[src/assert_macros.svh]
// Assertion helpers shared by the RTL.
`ifndef ASSERT_MACROS_SVH
`define ASSERT_MACROS_SVH

// Clocked property, disabled while reset is asserted.
`define ASSERT_CLK(label, prop, msg) \
	label: assert property (@(posedge clk) disable iff (!arst_n) prop) else $error(msg);

// Condition that must never hold at a clock edge.
`define ASSERT_NEVER(label, cond, msg) \
	label: assert property (@(posedge clk) disable iff (!arst_n) !(cond)) else $error(msg);

`endif

[src/crft_pkg.sv]
package crft_pkg;

	localparam int unsigned CountW   = 8;
	localparam int unsigned SettleW  = 16;
	localparam int unsigned EdgeW    = 17;
	localparam int unsigned CfgIdxW  = 2;
	localparam int unsigned CfgDataW = 17;

	localparam logic [CountW-1:0]  SampleCountRst  = 8'd16;
	localparam logic [SettleW-1:0] SettleTicksRst  = 16'd20;
	localparam logic [EdgeW-1:0]   TimeoutCountRst = 17'd70000;

	localparam logic [CfgIdxW-1:0] CFG_SAMPLE_COUNT  = 2'd0;
	localparam logic [CfgIdxW-1:0] CFG_SETTLE_TICKS  = 2'd1;
	localparam logic [CfgIdxW-1:0] CFG_TIMEOUT_COUNT = 2'd2;

	typedef enum logic [2:0] {
		PH_IDLE   = 3'd0,
		PH_DRAIN  = 3'd1,
		PH_RISE   = 3'd2,
		PH_CHARGE = 3'd3,
		PH_FALL   = 3'd4
	} phase_t;

	typedef struct packed {
		logic             active_drive;
		logic             sensor_drive_enable;
		logic             sensor_drive_high;
		logic             busy_res;
		logic             done_res;
		logic [EdgeW-1:0] reading;
	} result_t;

endpackage

[src/capacitive_rise_fall_timer_unit.sv]
// Channel | Direction | Handshake         | Payload
// in      | in        | in_valid/in_stall   | action, sensor_level
// out     | out       | out_valid/out_stall | active_drive, sensor_drive_enable,
//         |           |                     | sensor_drive_high, busy_res, done_res, reading
// cfg     | in        | cfg_valid/cfg_ready | cfg_index, cfg_data
//
// One tick beat is taken per cycle while in_stall is low; the sequencer state updates on the accepting
// edge and the result is written into a two-entry output buffer on that same edge.
// in_stall is decoded from the registered buffer count: it rises only when both buffer entries hold results.
// Reset (arst_n low) returns to idle with the default register values.
// cfg_ready is always high.
`include "assert_macros.svh"

module capacitive_rise_fall_timer_unit
	import crft_pkg::*;
(
	input  logic                clk,
	input  logic                arst_n,
	input  logic                in_valid,
	output logic                in_stall,
	input  logic                action,
	input  logic                sensor_level,
	output logic                out_valid,
	input  logic                out_stall,
	output logic                active_drive,
	output logic                sensor_drive_enable,
	output logic                sensor_drive_high,
	output logic                busy_res,
	output logic                done_res,
	output logic [EdgeW-1:0]    reading,
	input  logic                cfg_valid,
	output logic                cfg_ready,
	input  logic [CfgIdxW-1:0]  cfg_index,
	input  logic [CfgDataW-1:0] cfg_data
);

	logic [CountW-1:0]  sample_count_q;
	logic [SettleW-1:0] settle_ticks_q;
	logic [EdgeW-1:0]   timeout_count_q;

	phase_t             phase_q, phase_d;
	logic [SettleW-1:0] settle_q, settle_d;
	logic [EdgeW-1:0]   edge_q, edge_d;
	logic [CountW-1:0]  samples_q, samples_d;
	logic [EdgeW-1:0]   avg_q, avg_d;
	logic [EdgeW-1:0]   last_q, last_d;
	logic               done_d;

	result_t            res_d;
	result_t            buf_q [2];
	logic               wr_ptr_q, rd_ptr_q;
	logic [1:0]         cnt_q;
	logic               push, pop;

	assign cfg_ready = 1'b1;
	assign in_stall  = (cnt_q == 2'd2);
	assign push      = in_valid && !in_stall;
	assign out_valid = (cnt_q != 2'd0);
	assign pop       = out_valid && !out_stall;

	always_ff @(posedge clk or negedge arst_n) begin
		if (!arst_n) begin
			sample_count_q  <= SampleCountRst;
			settle_ticks_q  <= SettleTicksRst;
			timeout_count_q <= TimeoutCountRst;
		end else if (cfg_valid && cfg_ready) begin
			unique case (cfg_index)
				CFG_SAMPLE_COUNT: begin
					sample_count_q <= (cfg_data[CountW-1:0] == '0) ? CountW'(1)
						: cfg_data[CountW-1:0];
				end
				CFG_SETTLE_TICKS: begin
					settle_ticks_q <= (cfg_data[SettleW-1:0] == '0) ? SettleW'(1)
						: cfg_data[SettleW-1:0];
				end
				CFG_TIMEOUT_COUNT: begin
					timeout_count_q <= cfg_data[EdgeW-1:0];
				end
				default: begin
				end
			endcase
		end
	end

	// next state of the sequencer for the beat on the input
	always_comb begin
		logic [SettleW-1:0] settle_inc;
		logic [EdgeW-1:0]   edge_inc;
		logic [CountW-1:0]  samples_inc;
		logic [EdgeW:0]     sum;
		logic               settle_ok, timed_out, end_now, keep;

		settle_inc  = settle_q + SettleW'(1);
		edge_inc    = edge_q + EdgeW'(1);
		samples_inc = samples_q + CountW'(1);
		sum         = {1'b0, avg_q} + {1'b0, edge_q};
		settle_ok   = (settle_inc >= settle_ticks_q) || (settle_inc == '0);
		timed_out   = (edge_inc >= timeout_count_q);
		end_now     = 1'b0;
		keep        = 1'b0;

		phase_d   = phase_q;
		settle_d  = settle_q;
		edge_d    = edge_q;
		samples_d = samples_q;
		avg_d     = avg_q;
		last_d    = last_q;
		done_d    = 1'b0;

		if (action) begin
			phase_d   = PH_DRAIN;
			settle_d  = '0;
			edge_d    = '0;
			samples_d = '0;
			avg_d     = '0;
		end else begin
			unique case (phase_q)
				PH_IDLE: begin
				end
				PH_DRAIN: begin
					settle_d = settle_inc;
					if (settle_ok) begin
						phase_d = PH_RISE;
						edge_d  = '0;
					end
				end
				PH_RISE: begin
					if (sensor_level) begin
						phase_d  = PH_CHARGE;
						settle_d = '0;
					end else begin
						edge_d  = edge_inc;
						end_now = timed_out;
					end
				end
				PH_CHARGE: begin
					settle_d = settle_inc;
					if (settle_ok)
						phase_d = PH_FALL;
				end
				PH_FALL: begin
					if (!sensor_level) begin
						end_now = 1'b1;
						keep    = 1'b1;
					end else begin
						edge_d  = edge_inc;
						end_now = timed_out;
					end
				end
				default: begin
					phase_d = PH_IDLE;
				end
			endcase
		end

		// sample finished: merge (unless timed out) and move on
		if (end_now) begin
			if (keep)
				avg_d = sum[EdgeW:1];
			samples_d = samples_inc;
			edge_d    = '0;
			settle_d  = '0;
			if (samples_inc >= sample_count_q) begin
				last_d  = avg_d;
				phase_d = PH_IDLE;
				done_d  = 1'b1;
			end else begin
				phase_d = PH_DRAIN;
			end
		end
	end

	always_comb begin
		res_d.active_drive        = (phase_d == PH_RISE) || (phase_d == PH_CHARGE);
		res_d.sensor_drive_enable = (phase_d == PH_DRAIN) || (phase_d == PH_CHARGE);
		res_d.sensor_drive_high   = (phase_d == PH_CHARGE);
		res_d.busy_res            = (phase_d != PH_IDLE);
		res_d.done_res            = done_d;
		res_d.reading             = last_d;
	end

	always_ff @(posedge clk or negedge arst_n) begin
		if (!arst_n) begin
			phase_q   <= PH_IDLE;
			settle_q  <= '0;
			edge_q    <= '0;
			samples_q <= '0;
			avg_q     <= '0;
			last_q    <= '0;
		end else if (push) begin
			phase_q   <= phase_d;
			settle_q  <= settle_d;
			edge_q    <= edge_d;
			samples_q <= samples_d;
			avg_q     <= avg_d;
			last_q    <= last_d;
		end
	end

	always_ff @(posedge clk or negedge arst_n) begin
		if (!arst_n) begin
			wr_ptr_q <= 1'b0;
			rd_ptr_q <= 1'b0;
			cnt_q    <= 2'd0;
		end else begin
			if (push)
				wr_ptr_q <= !wr_ptr_q;
			if (pop)
				rd_ptr_q <= !rd_ptr_q;
			if (push && !pop)
				cnt_q <= cnt_q + 2'd1;
			else if (pop && !push)
				cnt_q <= cnt_q - 2'd1;
		end
	end

	always_ff @(posedge clk) begin
		if (push)
			buf_q[wr_ptr_q] <= res_d;
	end

	assign active_drive        = buf_q[rd_ptr_q].active_drive;
	assign sensor_drive_enable = buf_q[rd_ptr_q].sensor_drive_enable;
	assign sensor_drive_high   = buf_q[rd_ptr_q].sensor_drive_high;
	assign busy_res            = buf_q[rd_ptr_q].busy_res;
	assign done_res            = buf_q[rd_ptr_q].done_res;
	assign reading             = buf_q[rd_ptr_q].reading;

	`ASSERT_NEVER(a_buf_overflow, cnt_q == 2'd3, "output buffer count out of range")
	`ASSERT_CLK(a_done_goes_idle, push && done_d |=> phase_q == PH_IDLE,
		"reading completed but sequencer not idle")
	`ASSERT_CLK(a_idle_tick_holds,
		push && !action && phase_q == PH_IDLE |=>
		phase_q == PH_IDLE && last_q == $past(last_q),
		"idle tick changed sequencer state")
	`ASSERT_CLK(a_ptr_count, cnt_q == 2'd1 |-> wr_ptr_q != rd_ptr_q,
		"buffer pointers disagree with count")

endmodule

[config.mk]
export PLATFORM = sky130hd
export DESIGN_NAME = capacitive_rise_fall_timer_unit
export DESIGN_NICKNAME = d
export VERILOG_FILES = /design/src/crft_pkg.sv /design/src/capacitive_rise_fall_timer_unit.sv
export VERILOG_INCLUDE_DIRS = /design/src /design/src/src
export SDC_FILE = /design/constraint.sdc
export NUM_CORES = 1
export LEC_CHECK = 0
export ABC_AREA = 1
export BUFFER_PORTS_ARGS = -buffer_cell sky130_fd_sc_hd__buf_2
export CORE_ASPECT_RATIO = 0.75
export CORE_MARGIN = 4
export CORE_UTILIZATION = 56
export CTS_BUF_LIST = sky130_fd_sc_hd__clkbuf_2
export DETAILED_ROUTE_END_ITERATION = 7
export PLACE_DENSITY = 0.74
export SYNTH_ARGS = -nofsm -noshare
export SYNTH_HDL_FRONTEND = slang
export SYNTH_SLANG_ARGS = --single-unit
[constraint.sdc]
create_clock -name clk -period 3 [get_ports clk]
set_input_delay 0.45 -clock clk [delete_from_list [all_inputs] [get_ports clk]]
set_output_delay 0.45 -clock clk [all_outputs]
set_load 0.05 [all_outputs]
### After elaboration in Yosys (flattened, before gate mapping)

Memories as Yosys holds them, arrays and structs flattened.
Index checks and enable logic that the tools add are counted.

| word-level totals | value |
|---|---|
| output and inout port bits | 25 |
| register bits after elaboration | 123 |
| bits in writable memories | 44 |
| memories | 1 |
| bits of input ports | 26 |
| word-level logic and storage cells | 107 |

Memories:

| name | words | width | read ports | clocked after Yosys merged registers in | wr ports | line | text |
|---|---|---|---|---|---|---|---|
| buf_q | 2 | 22 | 1 | 0 | 1 | capacitive_rise_fall_timer_unit.sv:50 | `result_t buf_q [2];` |

| cells by class | value |
|---|---|
| magnitude comparators | 3 |
| add/sub/neg operators | 6 |
| multiplexer cells | 39 |
| equal/unequal tests | 14 |
| reductions and logical operators | 32 |

Operators with widths:

| kind | count |
|---|---|
| 17-bit two-way mux | 10 |
| 16-bit two-way mux | 4 |
| 17-bit case mux with 3 select lines | 1 |
| 16-bit logical NOT | 2 |
| 16-bit case mux with 2 select lines | 1 |
| 8-bit two-way mux | 3 |
| 17-bit by 17-bit adder with 18-bit output | 1 |
| 17-bit by 1-bit adder with 17-bit output (second input constant) | 1 |
| 17-bit >= comparator | 1 |
| 16-bit by 1-bit adder with 16-bit output (second input constant) | 1 |
| 16-bit >= comparator | 1 |
| 4-bit inequality test (second input constant) | 4 |
| 3-bit two-way mux | 5 |
| 3-bit by 2-bit == test with 1-bit output (second input constant) | 4 |
| 3-bit case mux with 4 select lines | 1 |
| 1-bit two-way mux | 11 |
| 8-bit by 1-bit adder with 8-bit output (second input constant) | 1 |
| 8-bit >= comparator | 1 |
| 8-bit logical NOT | 1 |
| 2-bit AND reduction | 4 |
| 3-bit by 1-bit == test with 1-bit output (second input constant) | 2 |
| 1-bit logical NOT | 6 |
| 2-bit nonzero test | 3 |
| 5-bit AND reduction | 1 |
| 16 further kinds | 24 |

### Depth between registers and ports, before layout

Gate-level depths: netlist of run 1.

| depth | value |
|---|---|
| depth in word-level cells | 9 |
| gate-level depth with buffers | 23 |
| mapped depth without buffers | 22 |

### Worst setup path before layout of run 1

Ideal clock, no wire load.

| path | value |
|---|---|
| path type | reg-to-reg |
| start | register edge_q[0] |
| end | memory buf_q[0][13] (netlist name) (data pin) |
| period minus slack after synthesis | 3.100 ns |
| slack | -0.100 ns |
| data required time | 2.742 ns |
| setup time | 0.258 ns |
| path buffers | 1 |
| stages on the path, launching flop included | 19 |
| data arrival time | 2.842 ns |
| cells stage by stage | dfrtp_1 > ha_1 > nand2_1 > nor2_1 > nand2_1 > nor2_1 > nand4_1 > and2_1 > ha_1 > inv_1 > nor3_1 > and2_1 > nand2_1 > nand3_1 > nand3_1 > nor2_2 > buf_4 > nand2_1 > and2_1 |

| between the ends | value |
|---|---|
| cells in the longest elaborated chain, start to end | 6 |
| elaborated cells on any way between the ends | 10 |
| those cells by class | add/sub (2); order compare (1); mux (7) |

Ends and longest elaborated chain:

| item | line | text |
|---|---|---|
| start: declaration | capacitive_rise_fall_timer_unit.sv:43 | `logic [EdgeW-1:0] edge_q, edge_d;` |
| start signal: assignment | capacitive_rise_fall_timer_unit.sv:193 | `edge_q <= edge_d;` |
| 17-bit by 1-bit adder with 17-bit output | capacitive_rise_fall_timer_unit.sv:94 | `edge_inc = edge_q + EdgeW'(1);` |
| 17-bit >= comparator | capacitive_rise_fall_timer_unit.sv:98 | `timed_out = (edge_inc >= timeout_count_q);` |
| 1-bit two-way mux (on tied branches) | capacitive_rise_fall_timer_unit.sv:142, capacitive_rise_fall_timer_unit.sv:128 |  |
| 1-bit case mux with 2 select lines | capacitive_rise_fall_timer_unit.sv:117 | `unique case (phase_q)` |
| 1-bit two-way mux | capacitive_rise_fall_timer_unit.sv:110 | `if (action) begin` |
| 17-bit two-way mux (*) | capacitive_rise_fall_timer_unit.sv:157 | `if (end_now) begin` |
| named net last_d[13] | capacitive_rise_fall_timer_unit.sv:46 | `logic [EdgeW-1:0] last_q, last_d;` |
| end: declaration | capacitive_rise_fall_timer_unit.sv:50 |  |

The timed path passes the listed nets; every way through them passes the cells marked *.

### Final worst setup path of run 1

| path | value |
|---|---|
| start | register edge_q[6] |
| end | register edge_q[0] |

| between the ends | value |
|---|---|
| cells in the longest elaborated chain, start to end | 7 |
| elaborated cells on any way between the ends | 12 |
| those cells by class | add/sub (1); order compare (1); eq/ne (3); mux (5); reduce/logical (2) |

Ends and longest elaborated chain:

| item | line |
|---|---|
| 17-bit by 1-bit adder with 17-bit output (*) | capacitive_rise_fall_timer_unit.sv:94 |
| 17-bit >= comparator (*) | capacitive_rise_fall_timer_unit.sv:98 |
| 1-bit two-way mux (on tied branches) | capacitive_rise_fall_timer_unit.sv:142, capacitive_rise_fall_timer_unit.sv:128 |
| 1-bit case mux with 2 select lines (*) | capacitive_rise_fall_timer_unit.sv:117 |
| 1-bit two-way mux (*) | capacitive_rise_fall_timer_unit.sv:110 |
| 4-bit inequality test (no line) / 5-bit nonzero test (equally long branches) | n/a |
| 5-bit AND reduction (no line) | n/a |

Mark *: on every way between the ends. The rest lies on a longest branch, timed or not.
A chain may end at the register's enable or synchronous reset.

==> results of run 1 <==
placed cells by master (no fill, tap or decap), types with 17 or more instances in the layout:
cell type      count
nand2_1          463
inv_1            166
dfrtp_1          107
o21ai_0           78
buf_4             68
nor2_1            58
ha_1              58
nand3_1           50
buf_2             48
a21oi_1           44
edfxtp_1          44
nand2_2           35
nand3_2           24
dlygate4sd3_1     21
nand4_1           17
clkbuf_2          17
worst min-delay path by stage:
| stage | from | endpoint | slack (ps) |
|---|---|---|---|
| 6_report | arst_n | edge_q[10] | 140 |
| 5_1_grt | sensor_level | phase_q[0] | 130 |
| 4_1_cts | cfg_index[1] | timeout_count_q[6] | 100 |
| 3_5_place_dp | last_q[16] | last_q[16] | 470 |
| 3_3_place_gp | last_q[11] | last_q[11] | 460 |
| 2_1_floorplan | arst_n | avg_q[0] | 150 |
critical path: cells and delay by family (launching register included):
| kind | cells | cell delay (ps) |
|---|---|---|
| buffers and inverters | 5 | 700 |
| DFF | 1 | 410 |
| and+or+nand+nor | 13 | 1290 |
| xor gates and xnor gates | 1 | 250 |
| adders and majority gates | 1 | 260 |
| AOI/OAI and AO/OA | 2 | 250 |
kinds of logic after synthesis:
kind of cell	count (synthesis)
simple gates	730
buf+inv	204
flops	167
compound gates	150
fa+ha+maj	63
xor+xnor	23
other cells	1
metal layers:
| metal | GRT usage, % | up-vias | wire, um |
|---|---|---|---|
| met2 | 38.1 | 303 | 11900 |
| met1 | 38.3 | 4353 | 12500 |
| met3 | 4.53 | 37 | 1760 |
| met4 | 5.23 | 0 | 397 |
| met5 | 0 | - | 0 |
| li1 | - | 4576 | - |
area by class of cell:
class / instances / area, um2
multi-input cells: 969 / 5500
fillers: 1383 / 5190
flip-flops and latches: 167 / 4420
repair buffers: 158 / 1310
inverters: 173 / 656
well taps: 242 / 303
clock inverters: 15 / 135
clock buffers: 17 / 85.1
diodes: 1 / 2.50
metrics by stage:
step                hold slack (ps)  std cells  utilization [%]
global placement                461       1660             62.4
global route                    129       1742             70.5
finish                          135       1742             70.5
floorplan                       154       1338                -
CTS                             102       1729             67.1
detailed placement              466       1660             62.4
power by group through the flow:
| stage | combinational [W] | clock [W] | sequential, W |
|---|---|---|---|
| finish | 0.00239 | 0.00120 | 0.00278 |
| floorplan | 0.00153 | 0 | 0.00279 |
| CTS | 0.00219 | 0.00121 | 0.00277 |
| detailed placement | 0.00211 | 0 | 0.00282 |
| global route | 0.00260 | 0.00130 | 0.00280 |
| global placement | 0.00208 | 0 | 0.00281 |
flip-flops by register name, summed over array words and instances (netlist names):
| signal | cells |
|---|---|
| settle_ticks_q | 16 |
| avg_q | 17 |
| samples_q | 8 |
| rd_ptr_q | 1 |
| sample_count_q | 8 |
| cnt_q | 2 |
| wr_ptr_q | 1 |
| edge_q | 17 |
| timeout_count_q | 17 |
| phase_q | 3 |
| settle_q | 16 |
| buf_q | 44 |
| last_q | 17 |
timing repair:
item / 4_1_cts / 5_1_grt
buffers inserted: 15 / 9
resized for setup: 59 / 121
pin swaps: 26 / 64
hold buffers: 21 / 0
cloned: 1 / 4
endpoints found under the hold margin: 86 / 0
setup endpoints to repair: 104 / 106
==> impl_metrics.tcl, run 1 <==
set metrics [dict create \
    period_share_pct 108 \
    grt_pass1_wl_mm 40.6 \
    clkPwrFrac_pct 18.8 \
    routabilityCongestion 0.872 \
    cts_sinks 167 \
    status "complete, but fails checks" \
    die_y_um 124 \
    reg2regPathDepth 22 \
    worstSetupPathType "flop to flop" \
    grtUsageTotal_pct 25.2 \
    setup_ws_ps -237 \
    port_buffers 49 \
    synthAdderAreaFrac_pct 7.95 \
    yosysMostFrequentCell "nand2_1" \
    syn-num-nets 1427 \
    start_util_pct 56.9 \
    rrSetupSlack_ps -240 \
    chipWidth_um 162 \
    area_growth_pct 24.0 \
    dieArea_um2 20100 \
    nets 1575 \
    synth_top_cell_by_area "dfrtp_1" \
    internal_power_w 0.00356 \
    final_area_um2 12400 \
    synth_edf_count 44 \
    vias 9269 \
    ioPinCount 51 \
    p_per_area_nw_per_um2 513 \
    coreArea_um2 17600 \
    hold_class "input port to async pin" \
    grt_max_degree 47 \
    synth-seq-area-share_pct 44.1 \
    dr.pass1.iters 7 \
    grt_pass1_vias 8205 \
    drive_gt1_share_pct 22.0 \
    synth.top_cell.area_share_pct 28.5 \
    avgSynthCellArea_um2 7.48 \
    clk_pin_slew_worst_paths_ps 310 \
    worstPathArrival_ps 3940 \
    maxSlewHeadroom_pct 50.2 \
    timing.rr.start "edge_q[6]" \
    final_hold_viol_count 0 \
    place_hpwl_mm 17.5 \
    critical_path.max_fanout 8 \
    via_per_inst 5.32 \
    start_kind "flop" \
    setup_viol 106 \
    crit_required_ps 3700 \
    wl_mm 26.5 \
    yosys_most_used_dff "dfrtp_1" \
    synth_xor_area_share_pct 2.01 \
    place_ws_ps -352 \
    p_leak_nw 6.56 \
    drv_cap 0 \
    tritoncts "yes" \
    combPwrFrac_pct 37.5 \
    final.min_clock_period_ps 3240 \
    netlist_instances 1338 \
    path_common_cell "nand2_1" \
    ys_ff_latch 167 \
    crit_start "edge_q[6]" \
    synth_area_leaders "dfrtp_1 28%, nand2_1 19%, edfxtp_1 13%" \
    power.share.sequential_pct 43.6 \
    clkLatencyLatePin_ps 820 \
    drt_iter0_markers 849 \
    tightest_slew_ps 746 \
    violations "setup timing" \
    antenna_left 0 \
    drc_errors 0 \
    grt_overflow 0 \
    ys_types 42 \
    cp-end-kind "flop" \
    placed_area_um2 11000 \
    numCtsBuffers 17 \
    synthSimpleGateAreaFrac_pct 30.2 \
    rows 42 \
    finalPower_w 0.00636 \
    ys.warnings.count 0 \
    h-tree-depth 4 \
    synth_compound_area_share_pct 7.85 \
    routedWlPerCell_um 15.2 \
    path_cells "buf_4 -> nand2_1 -> nor2_1 -> nand4_1 -> nor2_2 -> xor2_1 -> inv_1 -> ha_4 -> a21oi_2 -> o21ai_1 -> nand2_1 -> nand2_1 -> nor2_2 -> nand3_2 -> nand2_2 -> nand2_2 -> inv_2 -> buf_6 -> nand2_8 -> clkbuf_16 -> nand3_2 -> nand2_1" \
    sw_frac_of_total_pct 44.1 \
    synth.area.mux_share_pct 0 \
    antenna_found_initial 1 \
    cts_buffer_depth 2 \
    ir_worst_vdd_v 0.000503 \
    netlist_top_cells_count "508 x nand2_1, 170 x inv_1, 114 x dfrtp_1" \
    power.switching_w 0.00280 \
    syn_area_um2 10000 \
    finalClockSkew_ps 56.6 \
    fin_setup_tns_ps -18090 \
    async_flop_share_pct 73.7 \
    finalMaxSlewViolations 0 \
    fmax_mhz 309 \
    rsz0062_at_grt "yes" \
    cpMaxStageDelayCell "dfrtp_1" \
    cp-endpoint "edge_q[0]" \
    synth_top_family_by_area "simple AND/OR/NAND/NOR gates" \
    crit_path_max_incr_delay_ps 410 \
    cts-root-buf "clkbuf_2" \
    rr_endpoint "edge_q[0]" \
]
Power figures use the tool's default switching activity.
==> run 2, diff against run 1 <==
--- a/config.mk
+++ b/config.mk
@@ -7,7 +7,7 @@
 export NUM_CORES = 1
 export LEC_CHECK = 0
 export ABC_AREA = 1
-export BUFFER_PORTS_ARGS = -buffer_cell sky130_fd_sc_hd__buf_2
+export BUFFER_PORTS_ARGS = -buffer_cell sky130_fd_sc_hd__buf_4
 export CORE_ASPECT_RATIO = 0.75
 export CORE_MARGIN = 4
 export CORE_UTILIZATION = 56
==> impl_metrics.tcl, run 2 (same netlist as run 1, synthesis figures left out) <==
set metrics [dict create \
    status "complete, but fails checks" \
    violations "setup timing" \
    rsz0062_at_grt "yes" \
    p_per_area_nw_per_um2 524 \
    chipWidth_um 162 \
    period_share_pct 107 \
    internal_power_w 0.00368 \
    h-tree-depth 4 \
    start_kind "flop" \
    antenna_found_initial 0 \
    power.share.sequential_pct 42.7 \
    antenna_left 0 \
    start_util_pct 56.9 \
    critical_path.max_fanout 5 \
    tightest_slew_ps 521 \
    drc_errors 0 \
    maxSlewHeadroom_pct 65.2 \
    p_leak_nw 6.55 \
    grt_pass1_vias 8390 \
    wl_mm 25.9 \
    drv_cap 0 \
    grt_overflow 0 \
    grt_max_degree 57 \
    tritoncts "yes" \
    via_per_inst 5.28 \
    worstPathArrival_ps 3800 \
    clkPwrFrac_pct 18.3 \
    rrSetupSlack_ps -220 \
    final.min_clock_period_ps 3220 \
    grtUsageTotal_pct 25.3 \
    ioPinCount 51 \
    layout.cells.most_common "nand2_1" \
    setup_ws_ps -218 \
    die_y_um 124 \
    max_flop_register "buf_q" \
    coreArea_um2 17600 \
    cts_sinks 167 \
    drive_gt1_share_pct 21.2 \
    mostFrequentLayoutCells "447 x nand2_1, 165 x inv_1, 113 x buf_4" \
    place_hpwl_mm 17.5 \
    nets 1572 \
    sw_frac_of_total_pct 43.3 \
    finalMaxSlewViolations 0 \
    dieArea_um2 20100 \
    place_ws_ps -334 \
    stdcell_count 1738 \
    finalClockSkew_ps 42.1 \
    routabilityCongestion 0.937 \
    cp-end-kind "flop" \
    cts-root-buf "clkbuf_2" \
    rows 42 \
    numCtsBuffers 17 \
    vias 9173 \
    largest_reg_flops 44 \
    n_antenna_cell 0 \
    cts_buffer_depth 2 \
    setup_viol 102 \
    ir_worst_vdd_v 0.000398 \
    crit_required_ps 3580 \
    num-fill-cells 1394 \
    grt_pass1_wl_mm 41.0 \
    hold_class "input port to async pin" \
    worstSetupPathType "flop to flop" \
    fin_setup_tns_ps -13200 \
    combPwrFrac_pct 39.0 \
    final_hold_viol_count 0 \
    dp_cells 1658 \
    power.switching_w 0.00282 \
    routedWlPerCell_um 14.9 \
    clk_pin_slew_worst_paths_ps 300 \
    dr.pass1.iters 5 \
    clkLatencyLatePin_ps 790 \
    area_growth_pct 23.9 \
    port_buffers 49 \
    fmax_mhz 311 \
    drt_iter0_markers 806 \
]
run 2: cell count changes in the layout (fill, tap and decap cells not counted), sizes merged:
cell | before | now
nand2 | 516 | 515
clkinvlp | 3 | 6
buf | 135 | 134
clkinv | 5 | 7
diode | 1 | 0
inv | 180 | 176
clkbuf | 19 | 17
run 2: critical path, stage by stage (launching register included):
cell and delay [ps]:
dfrtp_1 440, nand2_1 100, nor3_1 260, nand4_1 220
nor2_4 160, xor2_2 90, ha_1 350, nand2_2 100
nor2_1 120, nand3_2 100, nor2_2 150, nor2_2 70
nand3_2 90, nand3_2 90, buf_6 140, nor2_4 200
buf_4 160, nand2_2 50, and2_1 150
run 2: per-layer routing:
metal / part of all wire [%] / wire [um] / GRT usage (%)
met4: 1.4 / 350 / 6.55
met5: 0 / 0 / 0
met1: 48 / 12400 / 38.0
met2: 44 / 11500 / 38.2
met3: 6.2 / 1600 / 4.73
run 2: path summary, 6_finish.rpt:
path                                      from  cells past startpoint             endpoint
max in group asynchronous               arst_n                      3           last_q[13]
min in group clk                  cfg_index[1]                      5   timeout_count_q[8]
max                                 edge_q[10]                     18         buf_q[0][14]
min                                     arst_n                      2   timeout_count_q[0]
min reg2reg                timeout_count_q[16]                      2  timeout_count_q[16]
max reg2reg                         edge_q[10]                     18         buf_q[0][14]
run 2: cell type report:
type / instances / area [um2] / area share [%]
clock buffer: 17 / 85.1 / 0.686
timing repair inverter: 1 / 7.51 / 0.0605
sequential: 167 / 4420 / 35.6
inverter: 173 / 659 / 5.32
timing repair buffer: 155 / 1380 / 11.1
tap: 242 / 303 / 2.44
clock inverter: 15 / 143 / 1.15
multi-input combinational: 968 / 5410 / 43.6
run 2: repair_timing:
action / CTS / global route
hold endpoints to repair: 79 / 0
cloned: 4 / 2
pin swaps: 47 / 52
hold buffers: 21 / 0
setup endpoints to repair: 106 / 128
resized for setup: 82 / 89
setup buffers: 13 / 10
run 2: power groups by stage:
| stage | Combinational, W | Clock, W | Sequential [W] |
|---|---|---|---|
| 6_report | 0.00253 | 0.00119 | 0.00278 |
| 5_1_grt | 0.00275 | 0.00129 | 0.00281 |
| 4_1_cts | 0.00241 | 0.00120 | 0.00277 |
| 3_5_place_dp | 0.00223 | 0 | 0.00282 |
| 3_3_place_gp | 0.00218 | 0 | 0.00281 |
| 2_1_floorplan | 0.00153 | 0 | 0.00279 |
run 2: metrics by stage:
step / area, um2 / power (W) / hold slack [ps] / utilization (%)
floorplan: 10000 / 0.00431 / 154 / -
global placement: 11100 / 0.00499 / 457 / 63.0
detailed placement: 11100 / 0.00504 / 461 / 63.0
CTS: 12000 / 0.00638 / 81.3 / 68.1
global route: 12400 / 0.00684 / 127 / 70.4
finish: 12400 / 0.00650 / 127 / 70.4
==> run 3, diff against run 2 <==
--- a/config.mk
+++ b/config.mk
@@ -14,6 +14,7 @@
 export CTS_BUF_LIST = sky130_fd_sc_hd__clkbuf_2
 export DETAILED_ROUTE_END_ITERATION = 7
 export PLACE_DENSITY = 0.74
+export SKIP_CTS_REPAIR_TIMING = 1
 export SYNTH_ARGS = -nofsm -noshare
 export SYNTH_HDL_FRONTEND = slang
 export SYNTH_SLANG_ARGS = --single-unit
==> impl_metrics.tcl, run 3 (same netlist as run 1, synthesis figures left out) <==
set metrics [dict create \
    rr_endpoint "last_q[1]" \
    routabilityCongestion 0.937 \
    die_y_um 124 \
    period_share_pct 112 \
    numCtsBuffers 17 \
    largest_reg_flops 44 \
    setup_ws_ps -349 \
    start_kind "flop" \
    rsz0062_at_grt "yes" \
    dieArea_um2 20100 \
    hold_ws_ps 23.9 \
    h-tree-depth 4 \
    dp_cells 1658 \
    maxSlewHeadroom_pct 64.1 \
    drive_gt1_share_pct 19.7 \
    routedWlPerCell_um 14.6 \
    crit_start "edge_q[1]" \
    finalMaxSlewViolations 0 \
    final_hold_viol_count 0 \
    cts_buffer_depth 2 \
    fmax_mhz 299 \
    grtUsageTotal_pct 23.8 \
    ir_worst_vdd_v 0.000395 \
    critical_path.max_fanout 8 \
    p_leak_nw 6.40 \
    layout.cells.most_common "nand2_1" \
    grt_max_degree 57 \
    worstSetupPathType "flop to flop" \
    reg2regPathDepth 23 \
    grt_pass1_vias 7951 \
    final_area_um2 12200 \
    final.min_clock_period_ps 3350 \
    crit_required_ps 3740 \
    holdPathStages 3 \
    p_per_area_nw_per_um2 530 \
    clk_pin_slew_worst_paths_ps 270 \
    start_util_pct 56.9 \
    port_buffers 49 \
    grt_overflow 0 \
    rrSetupSlack_ps -350 \
    antenna_left 0 \
    place_hpwl_mm 17.5 \
    wl_mm 25.2 \
    ioPinCount 51 \
    grt_pass1_wl_mm 38.5 \
    worstPathArrival_ps 4090 \
    antenna_found_initial 0 \
    vias 9033 \
    hp-start "cfg_data[2]" \
    placed_area_um2 11100 \
    setup_viol 106 \
    violations "setup timing" \
    cp-end-kind "flop" \
    nets 1555 \
    drt_iter0_markers 727 \
    area_growth_pct 21.9 \
    drv_cap 0 \
    drc_errors 0 \
    place_ws_ps -334 \
    finalClockSkew_ps 39.8 \
    dr.pass1.iters 6 \
    rows 42 \
    num-fill-cells 1427 \
    hold_class "input port to flop" \
    hold_path_end "settle_ticks_q[2]" \
    status "complete, but fails checks" \
    stdcell_count 1721 \
    timing.rr.start "edge_q[1]" \
    max_flop_register "buf_q" \
    coreArea_um2 17600 \
    chipWidth_um 162 \
    clkLatencyLatePin_ps 790 \
    mostFrequentLayoutCells "465 x nand2_1, 164 x inv_1, 111 x dfrtp_1" \
    cts-root-buf "clkbuf_2" \
    utilization_pct 69.3 \
    cts_sinks 167 \
    via_per_inst 5.25 \
    n_antenna_cell 0 \
    tightest_slew_ps 538 \
    tritoncts "yes" \
]
[run 3: final cells by class]
class | instances | area (um2) | share of cell area (%)
repair buffers | 138 | 1250 | 10.2
clock inverters | 15 | 143 | 1.17
inverters | 173 | 657 | 5.38
well taps | 242 | 303 | 2.48
repair inverters | 1 | 7.51 | 0.0615
flip-flops and latches | 167 | 4410 | 36.2
multi-input cells | 968 | 5350 | 43.8
clock buffers | 17 | 85.1 | 0.697
[run 3: worst max-delay path, stage by stage, from the launching register on]
cell and delay [ps]:
dfrtp_1 440, ha_2 220, nand2_2 90, nor2_4 160
nand4_1 150, nor2_1 150, xor2_1 230, inv_1 110
ha_4 300, nand2_4 50, nor2_4 120, nand3_2 100
nor2_2 130, nor2_1 60, nand3_1 100, nand3_2 110
buf_6 150, nor2_4 110, buf_12 140, clkbuf_16 150
nand2_1 60, nand2_2 70, nand2_1 50, nand2_1 80
[run 3: layer usage]
| metal | part of all wire, % | routed length, um | up-vias | GRT usage (%) |
|---|---|---|---|---|
| met5 | 0 | 0 | - | 0 |
| met4 | 1.0 | 259 | 0 | 5.34 |
| met3 | 5.6 | 1410 | 23 | 4.10 |
| met2 | 44 | 11100 | 238 | 35.4 |
| met1 | 49 | 12500 | 4250 | 36.5 |
| li1 | - | - | 4522 | - |
[run 3: stage by stage]
stage	total power [W]	TNS [ps]
global placement	0.00499	-7540
finish	0.00647	-29970
floorplan	0.00431	0
detailed placement	0.00504	-19030
CTS	0.00621	-21320
global route	0.00682	-45710
[run 3: how the worst max path moves through the flow]
stage                        end  slack [ps]  depth (start not counted)
global route        settle_q[11]        -510                         23
global placement     settle_q[5]        -190                         18
floorplan           buf_q[0][18]          40                         19
detailed placement  settle_q[15]        -330                         18
finish                 last_q[1]        -350                         23
CTS                  settle_q[3]        -380                         18
[run 3: power by group]
part           internal (W)  total, W  switching [W]
sequential          0.00265   0.00278       0.000129
clock              0.000256   0.00118       0.000927
combinational      0.000751   0.00251        0.00176
